## config.mk

```make
export PLATFORM = sky130hd
export DESIGN_NAME = pid_controller_step_top
export DESIGN_NICKNAME = d
export VERILOG_FILES = /design/src/rtl/core/pcs_pkg.sv /design/src/rtl/core/pid_controller_step_top.sv
export SDC_FILE = /design/constraint.sdc
export NUM_CORES = 2
export LEC_CHECK = 0
export BUFFER_PORTS_ARGS = -buffer_cell sky130_fd_sc_hd__buf_2
export CAP_MARGIN = 20
export CORE_UTILIZATION = 65
export CTS_BUF_LIST = sky130_fd_sc_hd__clkbuf_16
export CTS_CLUSTER_DIAMETER = 80
export DETAILED_ROUTE_END_ITERATION = 8
export PLACE_DENSITY = 0.81
export REMOVE_ABC_BUFFERS = 1
export SYNTH_ARGS = -nofsm -noshare
export SYNTH_HDL_FRONTEND = slang
export SYNTH_SLANG_ARGS = --single-unit
```

## constraint.sdc

```tcl
create_clock -name clk -period 24.1 [get_ports clk]
set_input_delay 1.205 -clock clk [delete_from_list [all_inputs] [get_ports clk]]
set_output_delay 1.205 -clock clk [all_outputs]
set_load 0.01 [all_outputs]
```

## src/rtl/core/pcs_pkg.sv

```systemverilog
// Package for the PID step block: widths, constants, register indexes, states.
// No dependencies.
`timescale 1ns / 1ps

package pcs_pkg;

  localparam int DATA_W  = 32;
  localparam int ADDR_W  = 4;
  localparam int IN_W    = 16;
  localparam int ERR_W   = IN_W + 1;
  localparam int DIF_W   = ERR_W + 1;
  localparam int GAIN_W  = 32;
  localparam int SUM_W   = 32;
  localparam int DT_W    = 16;
  localparam int DRIVE_W = 16;
  localparam int MUL_W   = 33;
  localparam int PROD_W  = 2 * MUL_W;
  localparam int HALF_W  = 32;
  localparam int HOLD_W  = 2 * HALF_W;
  localparam int ACC_W   = 82;

  localparam int DRIVE_FULL = 16384;
  localparam int SCALE_DIV  = 4000;
  localparam int SCALE_MUL  = 1000;
  localparam int ROUND_OFS  = SCALE_DIV / 2;
  localparam int DT_RESET   = 10;

  // divide by 4000 = shift by 5, then multiply by a reciprocal of 125
  localparam int DIV_SHIFT = 5;
  localparam int DIV_ODD   = SCALE_DIV >> DIV_SHIFT;
  localparam int QUO_W     = 15;
  localparam int REM_W     = 22;
  localparam int RECIP_SH  = 29;
  localparam int DIV_RECIP = ((1 << RECIP_SH) + DIV_ODD - 1) / DIV_ODD;

  localparam logic signed [ACC_W-1:0] CLAMP_HI = ACC_W'(DRIVE_FULL * SCALE_DIV);
  localparam logic signed [ACC_W-1:0] CLAMP_LO = ACC_W'(-(DRIVE_FULL * SCALE_DIV));

  typedef enum logic [1:0] {
    REG_KP,
    REG_KI,
    REG_KD,
    REG_DT
  } reg_idx_t;

  typedef enum logic [3:0] {
    ST_IDLE,
    ST_SCALE,
    ST_KP,
    ST_KI,
    ST_ILO,
    ST_IHI,
    ST_KD,
    ST_DLO,
    ST_DHI,
    ST_DACC,
    ST_RANGE,
    ST_DIV,
    ST_QUO,
    ST_DONE
  } state_t;

endpackage

```

## src/rtl/core/pid_controller_step_top.sv

```systemverilog
// PID step block: config registers, shared 33x33 multiplier sequencer, reciprocal divide.
// Depends on pcs_pkg.
`timescale 1ns / 1ps

//  channel   direction  handshake            payload
//  in        input      in_valid / in_stall  kind, target, measured
//  out       output     out_valid/out_stall  drive
//  cfg       input      APB write/read       paddr, pwdata, prdata
//
// A sample holds in_stall high from its accept until its result leaves ST_DONE, so
// a new sample waits until the last is through: ST_SCALE to ST_DACC on the shared
// multiplier and accumulator, a range check, a reciprocal multiply by 1/125 on the
// same multiplier, a result state and an output state; a clamp skips ST_DIV, ST_QUO.
// A clear transaction zeroes the integral state and leaves the block idle.
// rst is synchronous; gains reset to 0, step time to 10, integral state to 0.
// A finished result waits in the output register; a new sample may be taken
// meanwhile, and its result waits until the previous one is taken.

module pid_controller_step_top (
  input  logic                               clk,
  input  logic                               rst,
  input  logic                               psel,
  input  logic                               penable,
  input  logic                               pwrite,
  input  logic [pcs_pkg::ADDR_W-1:0]         paddr,
  input  logic [pcs_pkg::DATA_W-1:0]         pwdata,
  output logic [pcs_pkg::DATA_W-1:0]         prdata,
  output logic                               pready,
  input  logic                               in_valid,
  output logic                               in_stall,
  input  logic                               kind,
  input  logic signed [pcs_pkg::IN_W-1:0]    target,
  input  logic signed [pcs_pkg::IN_W-1:0]    measured,
  output logic                               out_valid,
  input  logic                               out_stall,
  output logic signed [pcs_pkg::DRIVE_W-1:0] drive
);
  import pcs_pkg::*;

  state_t state, state_next;

  logic signed [GAIN_W-1:0]  gain_p, gain_i, gain_d;
  logic        [DT_W-1:0]    step_time;
  logic signed [SUM_W-1:0]   integral_sum;
  logic signed [ERR_W-1:0]   last_error;
  logic signed [ERR_W-1:0]   err;
  logic signed [DIF_W-1:0]   dif;
  logic signed [PROD_W-1:0]  prod;
  logic signed [HOLD_W-1:0]  hold;
  logic signed [ACC_W-1:0]   acc;
  logic        [REM_W-1:0]   rem;
  logic signed [DRIVE_W-1:0] res;

  logic signed [MUL_W-1:0]   mul_a, mul_b;
  logic signed [ACC_W-1:0]   acc_add;
  logic                      acc_en;
  logic                      hold_en;
  logic                      cfg_we;
  logic                      in_take;
  logic signed [ERR_W-1:0]   err_in;
  logic signed [ACC_W-1:0]   ofs;
  logic signed [SUM_W:0]     sum_ext;
  logic signed [SUM_W-1:0]   sum_sat;
  logic                      out_free;

  // config port
  assign pready = 1'b1;
  assign cfg_we = psel & penable & pwrite;

  always_comb begin
    unique case (reg_idx_t'(paddr[3:2]))
      REG_KP: prdata = gain_p;
      REG_KI: prdata = gain_i;
      REG_KD: prdata = gain_d;
      REG_DT: prdata = {{(DATA_W-DT_W){1'b0}}, step_time};
    endcase
  end

  always_ff @(posedge clk) begin
    if (rst) begin
      gain_p    <= '0;
      gain_i    <= '0;
      gain_d    <= '0;
      step_time <= DT_W'(DT_RESET);
    end else if (cfg_we) begin
      unique case (reg_idx_t'(paddr[3:2]))
        REG_KP: gain_p    <= pwdata;
        REG_KI: gain_i    <= pwdata;
        REG_KD: gain_d    <= pwdata;
        REG_DT: step_time <= pwdata[DT_W-1:0];
      endcase
    end
  end

  // handshake
  assign in_stall = (state != ST_IDLE);
  assign in_take  = in_valid & ~in_stall;
  assign out_free = ~(out_valid & out_stall);
  assign err_in   = ERR_W'(target) - ERR_W'(measured);

  // next state
  always_comb begin
    state_next = state;
    unique case (state)
      ST_IDLE:  if (in_take && !kind) state_next = ST_SCALE;
      ST_SCALE: state_next = ST_KP;
      ST_KP:    state_next = ST_KI;
      ST_KI:    state_next = ST_ILO;
      ST_ILO:   state_next = ST_IHI;
      ST_IHI:   state_next = ST_KD;
      ST_KD:    state_next = ST_DLO;
      ST_DLO:   state_next = ST_DHI;
      ST_DHI:   state_next = ST_DACC;
      ST_DACC:  state_next = ST_RANGE;
      ST_RANGE: begin
        if (acc >= CLAMP_HI || acc < CLAMP_LO) state_next = ST_DONE;
        else state_next = ST_DIV;
      end
      ST_DIV:   state_next = ST_QUO;
      ST_QUO:   state_next = ST_DONE;
      ST_DONE:  if (out_free) state_next = ST_IDLE;
      default:  state_next = ST_IDLE;
    endcase
  end

  // multiplier operands and accumulator controls
  always_comb begin
    mul_a   = '0;
    mul_b   = '0;
    acc_add = '0;
    acc_en  = 1'b0;
    hold_en = 1'b0;
    unique case (state)
      ST_SCALE: begin
        mul_a = MUL_W'(err);
        mul_b = MUL_W'(SCALE_MUL);
      end
      ST_KP: begin
        mul_a = MUL_W'(gain_p);
        mul_b = prod[MUL_W-1:0];
      end
      ST_KI: begin
        mul_a   = MUL_W'(gain_i);
        mul_b   = MUL_W'(integral_sum);
        acc_add = ACC_W'(prod);
        acc_en  = 1'b1;
      end
      ST_ILO, ST_DLO: begin
        mul_a   = {1'b0, prod[HALF_W-1:0]};
        mul_b   = {{(MUL_W-DT_W){1'b0}}, step_time};
        hold_en = 1'b1;
      end
      ST_IHI, ST_DHI: begin
        mul_a   = MUL_W'($signed(hold[HOLD_W-1:HALF_W]));
        mul_b   = {{(MUL_W-DT_W){1'b0}}, step_time};
        acc_add = ACC_W'(prod);
        acc_en  = 1'b1;
      end
      ST_KD: begin
        mul_a   = MUL_W'(gain_d);
        mul_b   = MUL_W'(dif);
        acc_add = ACC_W'(prod) <<< HALF_W;
        acc_en  = 1'b1;
      end
      ST_DACC: begin
        acc_add = ACC_W'(prod) <<< HALF_W;
        acc_en  = 1'b1;
      end
      ST_DIV: begin
        mul_a = {{(MUL_W-REM_W){1'b0}}, rem};
        mul_b = MUL_W'(DIV_RECIP);
      end
      default: begin
        acc_en = 1'b0;
      end
    endcase
  end

  assign ofs     = acc + CLAMP_HI;
  assign sum_ext = (SUM_W+1)'(integral_sum) + (SUM_W+1)'(err);

  always_comb begin
    if (sum_ext[SUM_W] != sum_ext[SUM_W-1])
      sum_sat = {sum_ext[SUM_W], {(SUM_W-1){~sum_ext[SUM_W]}}};
    else
      sum_sat = sum_ext[SUM_W-1:0];
  end

  // datapath
  always_ff @(posedge clk) begin
    prod <= mul_a * mul_b;
    if (hold_en) hold <= prod[HOLD_W-1:0];
    if (state == ST_KP) acc <= ACC_W'(ROUND_OFS);
    else if (acc_en) acc <= acc + acc_add;
    if (in_take && !kind) begin
      err <= err_in;
      dif <= DIF_W'(err_in) - DIF_W'(last_error);
    end
    unique case (state)
      ST_RANGE: begin
        if (acc >= CLAMP_HI) res <= DRIVE_W'(DRIVE_FULL);
        else if (acc < CLAMP_LO) res <= DRIVE_W'(-DRIVE_FULL);
        rem <= ofs[DIV_SHIFT +: REM_W];
      end
      ST_QUO: res <= DRIVE_W'({1'b0, prod[RECIP_SH +: QUO_W]}) - DRIVE_W'(DRIVE_FULL);
      default: begin
      end
    endcase
    if (state == ST_DONE && out_free) drive <= res;
  end

  // control state
  always_ff @(posedge clk) begin
    if (rst) begin
      state        <= ST_IDLE;
      out_valid    <= 1'b0;
      integral_sum <= '0;
      last_error   <= '0;
    end else begin
      state <= state_next;
      if (in_take && kind) integral_sum <= '0;
      if (state == ST_DONE && out_free) begin
        out_valid    <= 1'b1;
        last_error   <= err;
        integral_sum <= sum_sat;
      end else if (!out_stall) begin
        out_valid <= 1'b0;
      end
    end
  end

endmodule

```

# Yosys cells after proc, flatten, opt, wreduce, memory -nomap -nowiden
# Cells that the tools add are included.
# totals
input_bits,76
elab_cells,93
reg_bits,467
output_inout_bits,51
# op_classes
n_mul,1
n_lt_le_gt_ge,2
bitwise_logic,7
n_eq_ne,21
add_sub_neg,6
reduce_logical,22
mux,18
# op_table
operator,n
one-hot mux 33 bit (7 select lines),1
one-hot mux 33 bit (6 select lines),1
one-hot mux 82 bit (2 select lines),1
one-hot mux 32 bit (4 select lines),1
two-way mux 32 bit,3
adder 82 bit,1
">= comparator 82 x 27 -> 1 bit, second input constant",1
"less-than comparator 82 x 27 -> 1 bit, second input constant",1
multiplier 33 x 33 -> 66 bit,1
one-hot mux 4 bit (14 select lines),1
adder 32 x 17 -> 33 bit,1
two-way mux 16 bit,2
one-hot mux 16 bit (2 select lines),1
"adder 27 bit, second input constant",1
"== test 4 bit, second input constant",6
subtractor 17 x 17 -> 18 bit,1
subtractor 16 x 16 -> 17 bit,1
"== test 4 x 3 -> 1 bit, second input constant",4
"subtractor 15 x 15 -> 16 bit, second input constant",1
AND reduction 2 bit,6
"== test 4 x 2 -> 1 bit, second input constant",2
two-way mux 4 bit,2
OR reduction 2 bit,3
OR reduction 5 bit,1
20 further kinds,33

# Longest topological paths before layout
# logic_depth
depth_word,6
depth_mapped,39
depth_no_buf,36

# Worst setup path after synthesis
# OpenSTA, ideal clock, no wires.
# synth_path
kind,register to register
start,register state[3]
end,register prod[61]
setup_slack_ps,14296
path_buffers,6
setup_time_ps,127
synth_period_minus_slack_ps,9804
t_arrival_ps,9677
required_time_ps,23973
path_stages_with_launch,36
path_cell_list,dfxtp_1 clkbuf_1 nor2_1 and3_1 clkbuf_1 clkbuf_1 buf_1 a221o_1 clkbuf_1 nand2_1 fa_1 fa_1 inv_1 fa_1 inv_1 fa_1 inv_1 fa_1 fa_1 fa_1 inv_1 fa_1 inv_1 ha_1 clkbuf_1 nand2_1 o21bai_1 a21o_1 a211o_1 or3_1 a21oi_1 o21a_1 o21ai_1 a31oi_1 o21ai_0 xor2_1
# synth_between
elab_chain_len,4
word_cells_on_any_way,15
classes_between,1 x mul; 9 x eq/ne; 2 x mux; 3 x reduce/logical
# synth_rtl
item,line,text
"start, declared",pid_controller_step_top.sv:40,"state_t state, state_next;"
"start signal, assigned",pid_controller_step_top.sv:220,state <= state_next;
== test 4 x 3 -> 1 bit or == test 4 bit (tied branches),pid_controller_step_top.sv:133,unique case (state)
OR reduction 4 bit (no source line) or OR reduction 2 bit (tied branches),n/a,
one-hot mux 33 bit (6 select lines) or one-hot mux 33 bit (7 select lines) (tied branches),pid_controller_step_top.sv:133,
multiplier 33 x 33 -> 66 bit *,pid_controller_step_top.sv:191,prod <= mul_a * mul_b;
"end signal, assigned",pid_controller_step_top.sv:191,
"end, declared",pid_controller_step_top.sv:48,logic signed [PROD_W-1:0] prod;
# Mark *: on every way between the ends. The rest lies on a longest branch, timed or not.
# A chain may end at the register's enable or synchronous reset.

# Worst setup path in the final report
# layout_path
start,register state[3]
end,register prod[65]
# The elaborated chain is that of the path after synthesis.

==> metrics.cfg <==
[detailed_routing]
wl_met2_um = 91800
drt_wl_total_um = 215000
vias = 53900
routedWlPerCell_um = 25.4
detail-route-antenna-nets = 0
via_per_inst = 6.36
drtIter0Drc = 6689
wl_met3_um = 32700
top_layer_used = met5
drt_first_pass_iters = 9
wl_met1_um = 75100
drc = 0

[setup_path]
cp_max_fo = 45
endpoint_kind = flop
crit_path_top_delay_cell = dfxtp_1
crit_type = flop to flop
startpoint_type = flop
r2r_setup_slack_ns = 11.81
cp_common_cell = fa_1
max_stage_delay_ns = 0.82
crit_arrival_ns = 12.82
required_ns = 24.63

[clock_tree]
clk_pin_slew_ns = 0.07
clk_path_buf_depth = 3
cts-root-buf = clkbuf_16
cts_tree = built
cts_sinks = 435
htree_num_levels = 2
postCtsHoldBufs = 0
post-cts-setup-buffers = 0
clk_latency_ns = 0.62
numCtsBuffers = 45
cts_resized = 0

[yosys]
synthFlopType = dfxtp_1
synthTopCellsByArea = fa_1 36%, dfxtp_1 10%, inv_1 7.6%
synth_top_area_cell = fa_1
synth-edff-count = 121
synthesis.area_um2 = 63000
synth_top_area_share_pct = 36.5
synth.avg_cell_area_um2 = 8.70
ys_types = 90
async_flop_share_pct = 0
ys_seq_area_share_pct = 15.7
synth-seq-cells = 435
syn_inst = 7245
yosysWarnings = 0
yosys-top-cells-count = 1280 x inv_1, 1149 x fa_1, 1084 x nand2_1
synth_most_common_cell = inv_1

[sta]
final.period_utilization_pct = 51.0
worst_slew_pin_slew_ns = 1.26
fmax_mhz = 81.3
setup_tns_ns = 0
finalMaxSlewViolations = 0
whs_ns = 0.421
clock_skew_ns = 0.0179
hold_viol = 0
relSlewSlack_pct = 15.6
rsz0062_at_grt = false
finalSetupViolations = 0
period_needed_ns = 12.29
fin_ws_ns = 11.81

[die]
design.core.area_um2 = 95600
die_w_um = 313
die_h_um = 313
row_count = 113
ios = 127
die_area_um2 = 98200
initial_utilization_pct = 66.0

[final_layout]
final_nets = 8753
finish.utilization_pct = 69.9
drive_gt1_share_pct = 6.22
synthToLayoutAreaGrowth_pct = 6.02

[pwr]
clockPowerShare_pct = 23.8
p_int_mw = 1.70
cellPowerDensity_nw_per_um2 = 48.1
ir_worst_vdd_mv = 0.0614
seqPwrFrac_pct = 29.6
p_sw_mw = 1.51
comb_power_share_pct = 46.6
leakagePower_nw = 31.5
switching_share_pct = 47.1

[flow_run]
cap_violations = 0

[status]
outcome = finished clean

[global_route]
first_global_vias = 55100
grt_antenna_before_repair = 12
grt.total_usage_pct = 44.7
grt_max_degree = 132
grt_pass1_wl_um = 327000
grt_overflow = 0

[placement]
dp_hpwl_um = 163000
pre_cts_ws_ns = 12.30
routabilityCongestion = 1.06
port_buffers = 123

[hold_path]
hold_class = flop to flop

worst paths after layout:
check / end / from / cells past startpoint
min reg2reg: drive[3]$_DFFE_PP_ / res[3]$_SDFFCE_PN0P_ / 0
max: prod[65]$_DFF_P_ / state[3]$_SDFFE_PP0P_ / 33
min: drive[3]$_DFFE_PP_ / res[3]$_SDFFCE_PN0P_ / 0
max reg2reg: prod[65]$_DFF_P_ / state[3]$_SDFFE_PP0P_ / 33
area by class of cell:
class                      instances  area [µm²]
clock inverter                    37         415
timing repair buffer             255        1620
antenna                           16        40.0
tap                             1265        1580
fill                            7447       28700
sequential                       435        9920
multi-input combinational       5147       47300
inverter                        1280        4800
clock buffer                      46        1150
worst max-delay path, delay by kind of cell, from the launching register on:
kind                       cells  cell delay, ns
adders and majority gates      9            4.61
buffers and inverters          7            1.30
and+or+nand+nor                9            2.89
AOI/OAI and AO/OA              7            2.34
xor gates and xnor gates       1            0.18
DFF                            1            0.82
cells in the final DEF, fill, tap and decap left out, types with 64 or more instances in the layout:
| cell type | netlist | routed |
|---|---|---|
| inv_1 | 1280 | 1284 |
| edfxtp_1 | 121 | 121 |
| buf_4 | 1 | 132 |
| nor2_1 | 751 | 745 |
| a21o_1 | 123 | 123 |
| nand3_1 | 68 | 68 |
| ha_1 | 364 | 364 |
| buf_2 | 13 | 122 |
| nand4_1 | 70 | 70 |
| xor2_1 | 64 | 64 |
| nand2_1 | 1084 | 1084 |
| a21oi_1 | 435 | 422 |
| xnor2_1 | 134 | 134 |
| dfxtp_1 | 314 | 314 |
| fa_1 | 1149 | 1149 |
| o21ai_0 | 160 | 160 |
metrics by stage:
step	cells	power, mW	cell area [µm²]
3_3_place_gp	8382	2.35	65200
5_1_grt	8468	3.32	66800
2_1_floorplan	6862	1.74	61600
3_5_place_dp	8382	2.39	65200
4_1_cts	8465	3.14	66800
6_report	8481	3.22	66800
power groups by stage:
stage / sequential, mW / combinational, mW / clock [mW]
floorplan: 0.878 / 0.858 / 0
global placement: 0.952 / 1.40 / 0
detailed placement: 0.953 / 1.43 / 0
CTS: 0.938 / 1.44 / 0.764
global route: 0.947 / 1.58 / 0.794
finish: 0.952 / 1.50 / 0.765
metal layers:
layer	global-route usage, %	vias to the layer above
li1	-	22700
met1	57.2	26500
met2	66.0	3765
met3	15.9	920
met4	25.8	12
met5	0	-
logic make-up after synthesis:
logic type      synth area share, %
compound gates                 12.2
xor+xnor                       2.75
fa+ha+maj                      43.7
buf+inv                        9.95
flops                          15.7
mux                           0.875
other cells                 0.00595
simple gates                   14.8
state kept, by name, summed over array words and instances (netlist names), 22 cells and up:
signal / flops
acc: 82
gain_p: 32
integral_sum: 32
prod: 66
rem: 22
gain_i: 32
hold: 32
gain_d: 32
Power figures use the tool's default switching activity.
